[src/hw/rtl/sptd_pkg.sv]
package sptd_pkg;

  localparam logic [7:0] CRC_POLY   = 8'h8C;
  localparam logic [3:0] POS_FIRST  = 4'd0;
  localparam logic [3:0] POS_TEMP_HI = 4'd1;
  localparam logic [3:0] POS_CONFIG = 4'd4;
  localparam logic [3:0] POS_CRC    = 4'd8;
  localparam logic [3:0] POS_DONE   = 4'd9;

  localparam logic [1:0] RES_9BIT  = 2'd0;
  localparam logic [1:0] RES_10BIT = 2'd1;
  localparam logic [1:0] RES_11BIT = 2'd2;
  localparam logic [1:0] RES_12BIT = 2'd3;

  localparam int RES_LSB = 5;

  // reflected 1-Wire CRC-8, one byte
  function automatic logic [7:0] crc8_byte(input logic [7:0] crc_in, input logic [7:0] data);
    logic [7:0] c;
    logic [7:0] d;
    logic       fb;
    c = crc_in;
    d = data;
    for (int k = 0; k < 8; k++) begin
      fb = c[0] ^ d[0];
      c  = {1'b0, c[7:1]};
      if (fb) begin
        c = c ^ CRC_POLY;
      end
      d = {1'b0, d[7:1]};
    end
    return c;
  endfunction

  function automatic logic [15:0] res_mask(input logic [1:0] res);
    logic [15:0] m;
    case (res)
      RES_9BIT:  m = 16'hFFF8;
      RES_10BIT: m = 16'hFFFC;
      RES_11BIT: m = 16'hFFFE;
      RES_12BIT: m = 16'hFFFF;
      default:   m = 16'hFFFF;
    endcase
    return m;
  endfunction

endpackage

[src/hw/rtl/sptd_if.sv]
interface sptd_byte_if;
  logic       valid;
  logic       ready;
  logic [7:0] scratch_byte;
  logic       frame_start;

  modport source (output valid, output scratch_byte, output frame_start, input ready);
  modport sink   (input valid, input scratch_byte, input frame_start, output ready);
endinterface

interface sptd_result_if;
  logic               valid;
  logic               ready;
  logic signed [15:0] temperature_sixteenths;
  logic        [1:0]  resolution_code;
  logic        [7:0]  crc_computed;
  logic               crc_match;

  modport source (output valid, output temperature_sixteenths, output resolution_code,
                  output crc_computed, output crc_match, input ready);
  modport sink   (input valid, input temperature_sixteenths, input resolution_code,
                  input crc_computed, input crc_match, output ready);
endinterface

[src/hw/rtl/scratchpad_temp_decode_crc8.sv]
// A result word is registered and appears in the cycle after the CRC byte (byte 8) is accepted.
// Throughput: one byte word per cycle while byte_in.ready is high; the byte-wide CRC update is one XOR network.
// The output register lets a new byte in while a result waits, and stalls input
// only when the held result is not taken.
// Reset (rst, synchronous, active high): byte position, CRC, captured bytes and
// output valid clear.
module scratchpad_temp_decode_crc8
  import sptd_pkg::*;
(
  input  logic          clk,
  input  logic          rst,
  sptd_byte_if.sink     byte_in,
  sptd_result_if.source result_out
);

  logic [3:0] byte_position;
  logic [7:0] crc_accumulator;
  logic [7:0] temp_low_byte;
  logic [7:0] temp_high_byte;
  logic [1:0] resolution_bits;

  logic               out_valid;
  logic signed [15:0] out_temp;
  logic        [1:0]  out_res;
  logic        [7:0]  out_crc;
  logic               out_match;

  logic       accept;
  logic [3:0] pos_eff;
  logic [7:0] crc_eff;
  logic [7:0] crc_next;
  logic [15:0] temp_masked;

  assign byte_in.ready = !out_valid || result_out.ready;
  assign accept        = byte_in.valid && byte_in.ready;

  assign pos_eff     = byte_in.frame_start ? POS_FIRST : byte_position;
  assign crc_eff     = byte_in.frame_start ? 8'h00 : crc_accumulator;
  assign crc_next    = crc8_byte(crc_eff, byte_in.scratch_byte);
  assign temp_masked = {temp_high_byte, temp_low_byte} & res_mask(resolution_bits);

  always_ff @(posedge clk) begin
    if (rst) begin
      byte_position   <= POS_FIRST;
      crc_accumulator <= 8'h00;
      temp_low_byte   <= 8'h00;
      temp_high_byte  <= 8'h00;
      resolution_bits <= RES_9BIT;
      out_valid       <= 1'b0;
    end else begin
      if (accept && pos_eff == POS_CRC) begin
        out_valid <= 1'b1;
      end else if (result_out.ready) begin
        out_valid <= 1'b0;
      end
      if (accept) begin
        if (pos_eff < POS_CRC) begin
          crc_accumulator <= crc_next;
          byte_position   <= pos_eff + 4'd1;
          if (pos_eff == POS_FIRST) begin
            temp_low_byte <= byte_in.scratch_byte;
          end else if (pos_eff == POS_TEMP_HI) begin
            temp_high_byte <= byte_in.scratch_byte;
          end else if (pos_eff == POS_CONFIG) begin
            resolution_bits <= byte_in.scratch_byte[RES_LSB +: 2];
          end
        end else begin
          byte_position <= POS_DONE;
        end
      end
    end
  end

  always_ff @(posedge clk) begin
    if (accept && pos_eff == POS_CRC) begin
      out_temp  <= signed'(temp_masked);
      out_res   <= resolution_bits;
      out_crc   <= crc_accumulator;
      out_match <= (crc_accumulator == byte_in.scratch_byte);
    end
  end

  assign result_out.valid                  = out_valid;
  assign result_out.temperature_sixteenths = out_temp;
  assign result_out.resolution_code        = out_res;
  assign result_out.crc_computed           = out_crc;
  assign result_out.crc_match              = out_match;

endmodule

[src/flat_wrapper.sv]
// flat-port wrapper written by rule: the top's interface ports become plain ports
module scratchpad_temp_decode_crc8_flat import sptd_pkg::*;
  (clk, rst, byte_in_valid, byte_in_scratch_byte, byte_in_frame_start, byte_in_ready, result_out_valid, result_out_temperature_sixteenths, result_out_resolution_code, result_out_crc_computed, result_out_crc_match, result_out_ready);
  sptd_byte_if byte_in_i ();
  sptd_result_if result_out_i ();
  input  logic clk;
  input  logic rst;
  input wire logic [$bits(byte_in_i.valid)-1:0] byte_in_valid;
  input wire logic [$bits(byte_in_i.scratch_byte)-1:0] byte_in_scratch_byte;
  input wire logic [$bits(byte_in_i.frame_start)-1:0] byte_in_frame_start;
  output wire logic [$bits(byte_in_i.ready)-1:0] byte_in_ready;
  output wire logic [$bits(result_out_i.valid)-1:0] result_out_valid;
  output wire logic [$bits(result_out_i.temperature_sixteenths)-1:0] result_out_temperature_sixteenths;
  output wire logic [$bits(result_out_i.resolution_code)-1:0] result_out_resolution_code;
  output wire logic [$bits(result_out_i.crc_computed)-1:0] result_out_crc_computed;
  output wire logic [$bits(result_out_i.crc_match)-1:0] result_out_crc_match;
  input wire logic [$bits(result_out_i.ready)-1:0] result_out_ready;
  assign byte_in_i.valid = byte_in_valid;
  assign byte_in_i.scratch_byte = byte_in_scratch_byte;
  assign byte_in_i.frame_start = byte_in_frame_start;
  assign byte_in_ready = byte_in_i.ready;
  assign result_out_valid = result_out_i.valid;
  assign result_out_temperature_sixteenths = result_out_i.temperature_sixteenths;
  assign result_out_resolution_code = result_out_i.resolution_code;
  assign result_out_crc_computed = result_out_i.crc_computed;
  assign result_out_crc_match = result_out_i.crc_match;
  assign result_out_i.ready = result_out_ready;
  scratchpad_temp_decode_crc8 u_core (.clk(clk), .rst(rst), .byte_in(byte_in_i), .result_out(result_out_i));
endmodule
[config.mk]
export PLATFORM = sky130hd
export DESIGN_NAME = scratchpad_temp_decode_crc8_flat
export DESIGN_NICKNAME = d
export VERILOG_FILES = /design/src/hw/rtl/sptd_pkg.sv /design/src/hw/rtl/sptd_if.sv /design/src/hw/rtl/scratchpad_temp_decode_crc8.sv /design/src/flat_wrapper.sv
export SDC_FILE = /design/constraint.sdc
export NUM_CORES = 1
export LEC_CHECK = 0
export ABC_CLOCK_PERIOD_IN_PS = 4100
export BUFFER_PORTS_ARGS = -buffer_cell sky130_fd_sc_hd__clkbuf_2
export CAP_MARGIN = 20
export CORE_UTILIZATION = 55
export CTS_CLUSTER_SIZE = 8
export DETAILED_ROUTE_END_ITERATION = 7
export PLACE_DENSITY = 0.78
export REMOVE_ABC_BUFFERS = 1
export SLEW_MARGIN = 20
export SYNTH_ARGS = -nofsm -noshare
export SYNTH_HDL_FRONTEND = slang
export SYNTH_SLANG_ARGS = --single-unit
[constraint.sdc]
create_clock -name clk -period 4.1 [get_ports clk]
set_input_delay 0.41 -clock clk [delete_from_list [all_inputs] [get_ports clk]]
set_output_delay 0.41 -clock clk [all_outputs]
set_load 0.03 [all_outputs]
==> results of run 1 <==
-- cell families after synthesis --
group	Yosys count	share of synthesized area, %
simple gates	63	12.0
flops	58	58.5
xor+xnor	31	12.9
mux	19	7.77
compound gates	17	4.91
buf+inv	13	2.40
fa+ha+maj	3	1.53
-- worst min-delay path, delay by kind of cell --
family                 cells  cell delay (ps)
and+or+nand+nor            1               70
muxes                      1               80
buffers and inverters      1              130
-- power groups by stage --
stage / registers, mW / clock network, mW / logic (mW)
finish: 0.693 / 0.433 / 0.325
global route: 0.697 / 0.474 / 0.360
CTS: 0.693 / 0.443 / 0.327
detailed placement: 0.704 / 0 / 0.325
global placement: 0.703 / 0 / 0.321
floorplan: 0.689 / 0 / 0.275
-- cells in the final DEF, fill, tap and decap left out, drive strengths merged, types with 2 or more instances in the layout --
| master | n |
|---|---|
| ha | 3 |
| xnor3 | 2 |
| inv | 2 |
| and3 | 2 |
| edfxtp | 27 |
| nand2b | 7 |
| mux2i | 19 |
| nor2 | 32 |
| xnor2 | 24 |
| clkinv | 5 |
| a211oi | 5 |
| nand3 | 2 |
| a21oi | 5 |
| xor2 | 5 |
| clkbuf | 51 |
| nand4 | 3 |
| and2 | 2 |
| nor2b | 2 |
| dfxtp | 31 |
| nand2 | 9 |
| clkinvlp | 2 |
-- flip-flops by register name, indices dropped and copies added (netlist names) --
name                                      count
u_core.result_out.temperature_sixteenths     16
u_core.crc_accumulator                        8
u_core.result_out.crc_computed                8
u_core.temp_high_byte                         8
u_core.temp_low_byte                          8
u_core.byte_position                          4
u_core.resolution_bits                        2
u_core.result_out.resolution_code             2
u_core.result_out.crc_match                   1
u_core.result_out.valid                       1
-- metal layers --
layer  up-vias  part of all wire (%)
met4         0                   1.1
met3         5                   6.0
met5         -                     0
met2        56                    46
met1       756                    47
li1        787                     -
-- per-stage QoR --
| step | hold WS [ps] | cell area, µm² |
|---|---|---|
| final | 392 | 2830 |
| after global routing | 386 | 2830 |
| after CTS | 376 | 2830 |
| after detailed placement | 420 | 2670 |
| after global placement | 415 | 2670 |
| after floorplan | 408 | 2400 |
-- area by class of cell --
| type | instances | area, µm² | area share, % |
|---|---|---|---|
| clock inverter | 6 | 33.8 | 1.19 |
| tap | 50 | 62.6 | 2.21 |
| clock buffer | 10 | 128 | 4.51 |
| timing repair buffer | 41 | 205 | 7.25 |
| sequential | 58 | 1430 | 50.6 |
| multi-input combinational | 133 | 957 | 33.8 |
| inverter | 3 | 11.3 | 0.398 |
-- worst paths after layout --
path                                                 endpoint  cells past startpoint
setup / recovery  u_core.result_out.temperature_sixteenths[0]                      6
hold / removal                        u_core.temp_low_byte[3]                      3
setup reg to reg  u_core.result_out.temperature_sixteenths[0]                      5
hold reg to reg   u_core.result_out.temperature_sixteenths[9]                      0
==> run summary, run 1 <==
#FFs+latches synth = 58
Leakage Power = 1.19 nW
Clock Latency Late Sink = 340 ps
GRT busiest layer = met2
Slew Viols, Final = 0
Clk pwr share = 29.8%
post-synth top area share = 33.1%
Max Cap Viol = 0
unrepaired setup endpoints after global routing = false
Initial Utilization = 59.1%
post-CTS resize count = 0
PnR worst setup slack = 1840 ps
cts hold-fix bufs = 0
Post-CTS Setup Inserts = 0
CP max stage delay = 720 ps
first-pass GRT wire length = 7200 µm
Hold Crit Start = byte_in_scratch_byte[3]
Max Buffers Root-to-Sink = 2
die area = 4720 µm²
Mapped Area = 2450 µm²
fmax = 442 MHz
R2R Setup Slk = 1880 ps
Setup TNS = 0 ps
Final setup viols = 0
sw power = 0.414 mW
synthesis-to-finish area growth = 15.6%
outcome = complete, no violations
Global Route Usage Sum = 22.7%
Synth cell types = 36
final hold vios = 0
combinational share of power = 22.4%
vias in the first global route = 1,438
Post-synth EDFFs = 27
Req. time, crit path = 3890 ps
Fillers = 331
fraction of layout cells with a size suffix above 1 = 23.9%
Final Core Density = 68.3%
Clock Tree Root = clkbuf_8
antenna-violating nets left = 0
IO buf count = 41
CP Data Arrival Time = 2060 ps
htree depth = 3
Yosys top cell by area = edfxtp_1
Placement Rows = 23
met3 Track Usage GR = 11.0%
Tot Pwr = 1.45 mW
crit path time final = 2260 ps
Die Ht = 68.7 µm
Critical Path Sink Type = flip-flop
initial antenna violation count = 0
Post-synth top flop = dfxtp_1
met1 usage in global routing = 29.0%
TritonCTS clock tree = done
n_diodes = 0
nets = 262
syn_area_per_cell = 12.0 µm²
Flop pwr share = 47.8%
Seq/Total Area, Yosys = 58.5%
top area cells in the synthesized netlist = edfxtp_1, dfxtp_1, xnor2_1
CP delay by family, top = buffers and inverters
Int Power = 1.04 mW
Critical Path Start = byte_in_frame_start
Die Span X = 68.7 µm
Placed Cells = 285
Detail Placement HPWL = 2920 µm
pre-CTS setup slack = 1380 ps
Critical path buffers and inverters = 2
Worst Setup Path Type = in -> reg
Syn Inst Count = 204
met2 Use GR = 32.6%
Setup Skew = 6.48 ps
Overflow after GRT = 0
Slew @ Worst Pin = 933 ps
drt pass-1 iters = 4
CP Cell Sequence = clkbuf_2 > nand2b_1 > ha_1 > nand2_1 > or3_1 > clkinv_1
Hold Path Class = in -> reg
pwr dens = 513 nW/µm²
core area = 4140 µm²
largest net degree at the start of global routing = 34
CP max FO = 27
Inserted Clock Buffers = 9
residual DRC count = 0
Via Count = 1,604
clock-pin slew on the worst setup and hold paths = 60 ps
Synthesis Warnings = 0
Sw Share = 28.6%
routability cong. = 0.858
final period utilization = 55.2%
I/O pin cnt = 42
drt wl/cell = 14.9 µm
vias per cell = 5.33
FF-to-FF Start = u_core.result_out.valid
asr flop ratio synth = 0%
VDD IR-drop max = 0.000287 V
clk sinks = 58
top cells by count, synth = dfxtp_1, nor2_1, edfxtp_1
Total Routed Length = 4480 µm
Post-Layout Cell Count = 301
First DRT Iteration DRCs = 103
CP Launch Type = input port
Slew headroom = 37.4%
slowest CP cell = clkinv_1
(Power assumes the default switching activity.)
==> run 2: changes to the inputs <==
ABC_AREA = 1   (was default)
ABC_CLOCK_PERIOD_IN_PS = 2300   (was 4100)
clock period = 2.3 ns   (was 4.1 ns; I/O delays follow)
==> run summary, run 2 <==
htree depth = 3 (unchanged)
Inserted Clock Buffers = 9 (unchanged)
First DRT Iteration DRCs = 133 (+29%)
Int Power = 1.66 mW (+60%)
#FFs+latches synth = 58 (unchanged)
unrepaired setup endpoints after global routing = false
nets = 350 (+34%)
Synth cell types = 32 (-11%)
synthesis-to-finish area growth = 16.6%
pre-CTS setup slack = 358 ps (-1020 ps)
most frequent cells in the layout = nand2_1, clkbuf_2, inv_1, dfxtp_1
Critical Path Start = u_core.byte_position[0]
Synth Area in Adders = 1.42% (-0.11 points)
VDD IR-drop max = 0.000422 V (+47%)
first-pass GRT wire length = 8340 µm (+16%)
Final setup viols = 0 (unchanged)
clk sinks = 58 (unchanged)
Via Count = 2,032 (+27%)
Syn Inst Count = 285 (+40%)
Die Span X = 71.2 µm (+3.7%)
Worst Setup Path Type = reg -> reg
Clock Latency Late Sink = 330 ps (about the same)
crit path time final = 1760 ps
Max Buffers Root-to-Sink = 2 (unchanged)
top area cells in the synthesized netlist = edfxtp_1, dfxtp_1, nand2_1
reg2reg end = u_core.temp_low_byte[7]
Seq/Total Area, Yosys = 54.3% (-4.2 points)
FF-to-FF Start = u_core.byte_position[0]
n_diodes = 0 (unchanged)
cts hold-fix bufs = 0 (unchanged)
Mapped Area = 2640 µm² (+7.7%)
Clock Tree Root = clkbuf_8
Critical Path Sink Type = flip-flop
Post-CTS Setup Inserts = 0 (unchanged)
Req. time, crit path = 2560 ps (-1330 ps)
Synthesis Warnings = 0 (unchanged)
Yosys top cell by area = edfxtp_1
max reg flops = 16 (unchanged)
Overflow after GRT = 0 (unchanged)
most common cell in the synthesized netlist = nand2_1
R2R Setup Slk = 540 ps (-1340 ps)
largest family of logic cells by synthesized area = simple AND/OR/NAND/NOR gates
top cells by count, synth = nand2_1, dfxtp_1, inv_1
post-synthesis xor/xnor area fraction = 4.79% (-8.1 points)
final hold vios = 0 (unchanged)
commonest non-fill, non-tap cell in the layout = nand2_1
antenna-violating nets left = 0 (unchanged)
Flop pwr share = 50.0% (+2.2 points)
vias per cell = 5.20 (-2.5%)
Reg2Reg Depth = 8 (+3)
asr flop ratio synth = 0% (unchanged)
sw power = 0.660 mW (+59%)
TritonCTS clock tree = done
CP max stage delay = 450 ps (-270 ps)
post-synthesis mux area share = 0% (-7.8 points)
Hold Crit Start = rst
die area = 5070 µm² (+7.5%)
CP Cell Sequence = inv_1 > nor2_1 > inv_1 > ha_1 > nand3_1 > nor2_2 > o21ai_0 > a21oi_1
outcome = finished with violations
Max Cap Viol = 0 (unchanged)
Compound-Gate Fraction of Synth Area = 11.3% (+6.4 points)
fraction of layout cells with a size suffix above 1 = 28.3% (+4.4 points)
Slew headroom = 59.9% (+23 points)
Setup Skew = 8.70 ps (+2.21 ps)
final period utilization = 76.6%
Slew Viols, Final = 0 (unchanged)
CP Data Arrival Time = 2030 ps (-30 ps)
core area = 4470 µm² (+8.0%)
Post-Synth Simple-Gate Area = 21.0% (+9.0 points)
Placed Cells = 375 (+32%)
Tot Pwr = 2.32 mW (+60%)
combinational share of power = 15.1% (-7.3 points)
PnR worst setup slack = 538 ps (-1300 ps)
fmax = 567 MHz
Leakage Power = 1.39 nW (+17%)
IO buf count = 41 (unchanged)
Finished Cell Area = 3070 µm² (+8.7%)
post-CTS resize count = 0 (unchanged)
Placement Rows = 24 (+4.3%)
vias in the first global route = 1,739 (+21%)
routability cong. = 0.850 (-0.99%)
Slew @ Worst Pin = 601 ps (-332 ps)
most used cell along the critical path = inv_1
Final Core Density = 68.7% (+0.44 points)
Post-synth EDFFs = 27 (unchanged)
Clk pwr share = 34.9% (+5.1 points)
Setup TNS = 0 ps (unchanged)
clock-pin slew on the worst setup and hold paths = 60 ps (about the same)
Post-Layout Cell Count = 391 (+30%)
Hold Crit Endpoint = u_core.byte_position[1]
Die Ht = 71.2 µm (+3.7%)
largest net degree at the start of global routing = 24 (-29%)
violated checks = design-rule violations
CP Launch Type = flip-flop
CP max FO = 16 (-41%)
I/O pin cnt = 42 (unchanged)
drt pass-1 iters = 6 (+2)
Detail Placement HPWL = 3610 µm (+24%)
Global Route Usage Sum = 22.3% (-0.44 points)
syn_area_per_cell = 9.25 µm² (-23%)
slowest CP cell = nor2_2
hold path cells = 2 (-1)
Sw Share = 28.5% (-0.077 points)
Area after DPL = 2900 µm² (+8.8%)
Hold Path Class = in -> reg
Fillers = 368 (+11%)
Total Routed Length = 5130 µm (+14%)
pwr dens = 754 nW/µm² (+47%)
initial antenna violation count = 0 (unchanged)
residual DRC count = 5 (+5)
Initial Utilization = 58.9% (-0.14 points)
Post-synth top flop = dfxtp_1
drt wl/cell = 13.1 µm (-12%)
post-synth top area share = 30.8% (-2.4 points)
worst hold slack = 199 ps (-193 ps)
[run 2: cell count changes after synthesis, moves of 5 or more]
cell      previous run  this run
nand2_1              9        49
inv_1                3        31
a21oi_1              4        27
o21ai_0              0        23
mux2i_1             19         0
xnor2_1             22         3
nand2_2              0        16
nor2_1              31        15
nand3_1              2        15
nand2b_1             7         0
inv_2                0         6
a211oi_1             5         0
nand3_2              0         5
[run 2: layout make-up]
class	instances	area (µm²)	share of cell area (%)
Sequential cell	58	1430	46.6
Multi-Input combinational cell	182	1020	33.2
Timing Repair Buffer	45	235	7.65
Inverter	38	150	4.88
Clock buffer	11	141	4.60
Tap cell	52	65.1	2.12
Clock inverter	5	30.0	0.977
[run 2: layer usage]
layer  up-vias  GRT usage, %  wire, µm
met5         -             0         0
met4         0          12.7       106
met3         9          4.64       214
met2        53          33.4      2390
met1       931          30.3      2420
li1       1039             -         -
[run 2: cell families after synthesis]
group           count (synthesis)
flops                          58
xor+xnor                       11
buf+inv                        45
fa+ha+maj                       3
simple gates                  111
compound gates                 57
[run 2: how the worst max path moves through the flow]
stage | endpoint | slack (ps) | depth (start not counted)
6_report | u_core.temp_low_byte[7] | 540 | 8
5_1_grt | u_core.temp_low_byte[7] | 310 | 8
4_1_cts | u_core.result_out.temperature_sixteenths[0] | 530 | 7
3_5_place_dp | u_core.result_out.temperature_sixteenths[9] | 360 | 7
3_3_place_gp | u_core.result_out.temperature_sixteenths[9] | 430 | 7
2_1_floorplan | u_core.result_out.crc_computed[0] | -1780 | 3
[run 2: power by group through the flow]
stage	Combinational (mW)	Sequential, mW	Clock (mW)
final	0.350	1.16	0.808
after global routing	0.394	1.16	0.867
after CTS	0.348	1.16	0.818
after detailed placement	0.344	1.18	0
after global placement	0.336	1.18	0
after floorplan	0.249	1.18	0
[run 2: worst max-delay path, delay by kind of cell (launching register included)]
kind                     cells  cell delay [ps]
AND/OR/NAND/NOR              3              690
AO/OA/AOI/OAI                2              340
flip-flops                   1              310
adder cells (fa/ha/maj)      1              210
buffers and inverters        2              150
==> run 3: changes to the inputs <==
ABC_CLOCK_PERIOD_IN_PS = 1800   (was 2300)
clock period = 1.8 ns   (was 2.3 ns; I/O delays follow)
==> run summary, run 3 (synthesis gave the netlist of run 2 again) <==
fmax = 588 MHz (+3.7%)
Slew Viols, Final = 0 (unchanged)
vias in the first global route = 1,917 (+10%)
Setup Skew = 5.20 ps (-3.50 ps)
Inserted Clock Buffers = 9 (unchanged)
FF-to-FF Start = u_core.byte_position[0]
Hold Path Class = in -> reg
first-pass GRT wire length = 8740 µm (+4.8%)
First DRT Iteration DRCs = 118 (-11%)
Max Buffers Root-to-Sink = 2 (unchanged)
Slew @ Worst Pin = 575 ps (-25.7 ps)
drt wl/cell = 13.1 µm (-0.16%)
worst setup path end = u_core.temp_high_byte[5]
routability cong. = 0.829 (-2.4%)
die area = 5070 µm² (unchanged)
Global Route Usage Sum = 23.3% (+1.0 points)
Slew headroom = 61.6% (+1.7 points)
largest net degree at the start of global routing = 24 (unchanged)
drt pass-1 iters = 7 (+1)
Final setup viols = 0 (unchanged)
Total Routed Length = 5180 µm (+1.1%)
Die Span X = 71.2 µm (unchanged)
R2R Setup Slk = 100 ps (-440 ps)
Reg2Reg Depth = 9 (+1)
pwr dens = 1020 nW/µm² (+35%)
Initial Utilization = 58.9% (unchanged)
core area = 4470 µm² (unchanged)
TritonCTS clock tree = done
Detail Placement HPWL = 3590 µm (-0.69%)
n_diodes = 0 (unchanged)
IO buf count = 41 (unchanged)
CP Launch Type = flip-flop
Placed Cells = 380 (+1.3%)
commonest non-fill, non-tap cell in the layout = nand2_1
Post-Layout Cell Count = 396 (+1.3%)
nets = 355 (+1.4%)
clk sinks = 58 (unchanged)
final hold vios = 0 (unchanged)
final period utilization = 94.4% (+18 points)
violated checks = design-rule violations
Clock Tree Root = clkbuf_8
Critical Path Sink Type = flip-flop
VDD IR-drop max = 0.000857 V (+100%)
synthesis-to-finish area growth = 21.6%
fraction of layout cells with a size suffix above 1 = 30.5% (+2.2 points)
Tot Pwr = 3.27 mW (+41%)
Leakage Power = 1.45 nW (+4.3%)
antenna-violating nets left = 0 (unchanged)
Die Ht = 71.2 µm (unchanged)
Clock Latency Late Sink = 340 ps (about the same)
I/O pin cnt = 42 (unchanged)
Via Count = 2,073 (+2.0%)
cts hold-fix bufs = 0 (unchanged)
pre-CTS setup slack = -2.98 ps (-361 ps)
outcome = finished with violations
CP max FO = 16 (unchanged)
Max Cap Viol = 0 (unchanged)
clock-pin slew on the worst setup and hold paths = 70 ps (about the same)
crit path time final = 1700 ps (-62.5 ps)
most frequent cells in the layout = nand2_1, clkbuf_2, inv_1
residual DRC count = 5 (unchanged)
Req. time, crit path = 2070 ps (-490 ps)
max reg flops = 16 (unchanged)
initial antenna violation count = 0 (unchanged)
Critical Path Start = u_core.byte_position[0]
Worst Setup Path Type = reg -> reg
vias per cell = 5.23 (+0.73%)
CP Data Arrival Time = 1970 ps (-60 ps)
PnR worst setup slack = 100 ps (-438 ps)
htree depth = 3 (unchanged)
unrepaired setup endpoints after global routing = true
Overflow after GRT = 0 (unchanged)
Placement Rows = 24 (unchanged)
reg2reg end = u_core.temp_high_byte[5]
run 3: cell count changes in the layout (fill, tap and decap cells not counted), sizes merged:
cell,delta
buf,+5
clkinvlp,-1
clkinv,-1
bufinv,+2
run 3: worst min-delay path by stage:
stage                             start                                           end  slack, ps  cells past startpoint
3_3_place_gp    u_core.temp_low_byte[3]   u_core.result_out.temperature_sixteenths[3]        410                      0
3_5_place_dp   u_core.temp_high_byte[2]  u_core.result_out.temperature_sixteenths[10]        410                      0
6_report                            rst                       u_core.byte_position[1]        140                      2
4_1_cts                             rst                       u_core.byte_position[1]        140                      2
5_1_grt                             rst                       u_core.byte_position[2]        150                      2
2_1_floorplan                       rst                       u_core.byte_position[1]        250                      1
run 3: worst max-delay path: stages, from the launching register on:
cell,delay [ps]
dfxtp_1,340
inv_1,60
nor2_1,150
buf_4,150
ha_1,140
inv_1,60
nor4_4,300
buf_12,180
o21ai_0,80
a21oi_1,160
run 3: final cells by class:
class                           count  area, µm²
Sequential cell                    58       1430
Fill cell                         324       1270
Multi-Input combinational cell    182       1040
Timing Repair Buffer               50        302
Inverter                           38        150
Clock buffer                       11        141
Clock inverter                      5       77.6
Tap cell                           52       65.1
run 3: repair_timing:
action	CTS	global route
setup endpoints to repair	0	30
gates resized for setup	0	6
buffers inserted	0	0
run 3: per-layer routing:
| metal | vias to the layer above | GRT usage, % | share of wire [%] |
|---|---|---|---|
| met5 | - | 0 | 0 |
| met2 | 57 | 36.9 | 48 |
| li1 | 1053 | - | - |
| met4 | 0 | 11.3 | 1.8 |
| met1 | 951 | 29.0 | 45 |
| met3 | 12 | 7.31 | 5.8 |
run 3: metrics by stage:
step | hold slack (ps) | setup TNS, ps | instance area, µm² | util, %
6_report | 136 | 0 | 3210 | 71.7
5_1_grt | 148 | -161 | 3210 | 71.7
4_1_cts | 139 | 0 | 3180 | 71.2
3_5_place_dp | 415 | -40.3 | 2970 | 66.3
3_3_place_gp | 414 | 0 | 2970 | 66.3
2_1_floorplan | 249 | -64070 | 2600 | -
run 3: report_power, final:
part           internal (mW)  leakage, nW  switching, mW
Combinational          0.169        0.837          0.299
Clock                  0.812        0.109          0.507
Sequential              1.44        0.507         0.0446
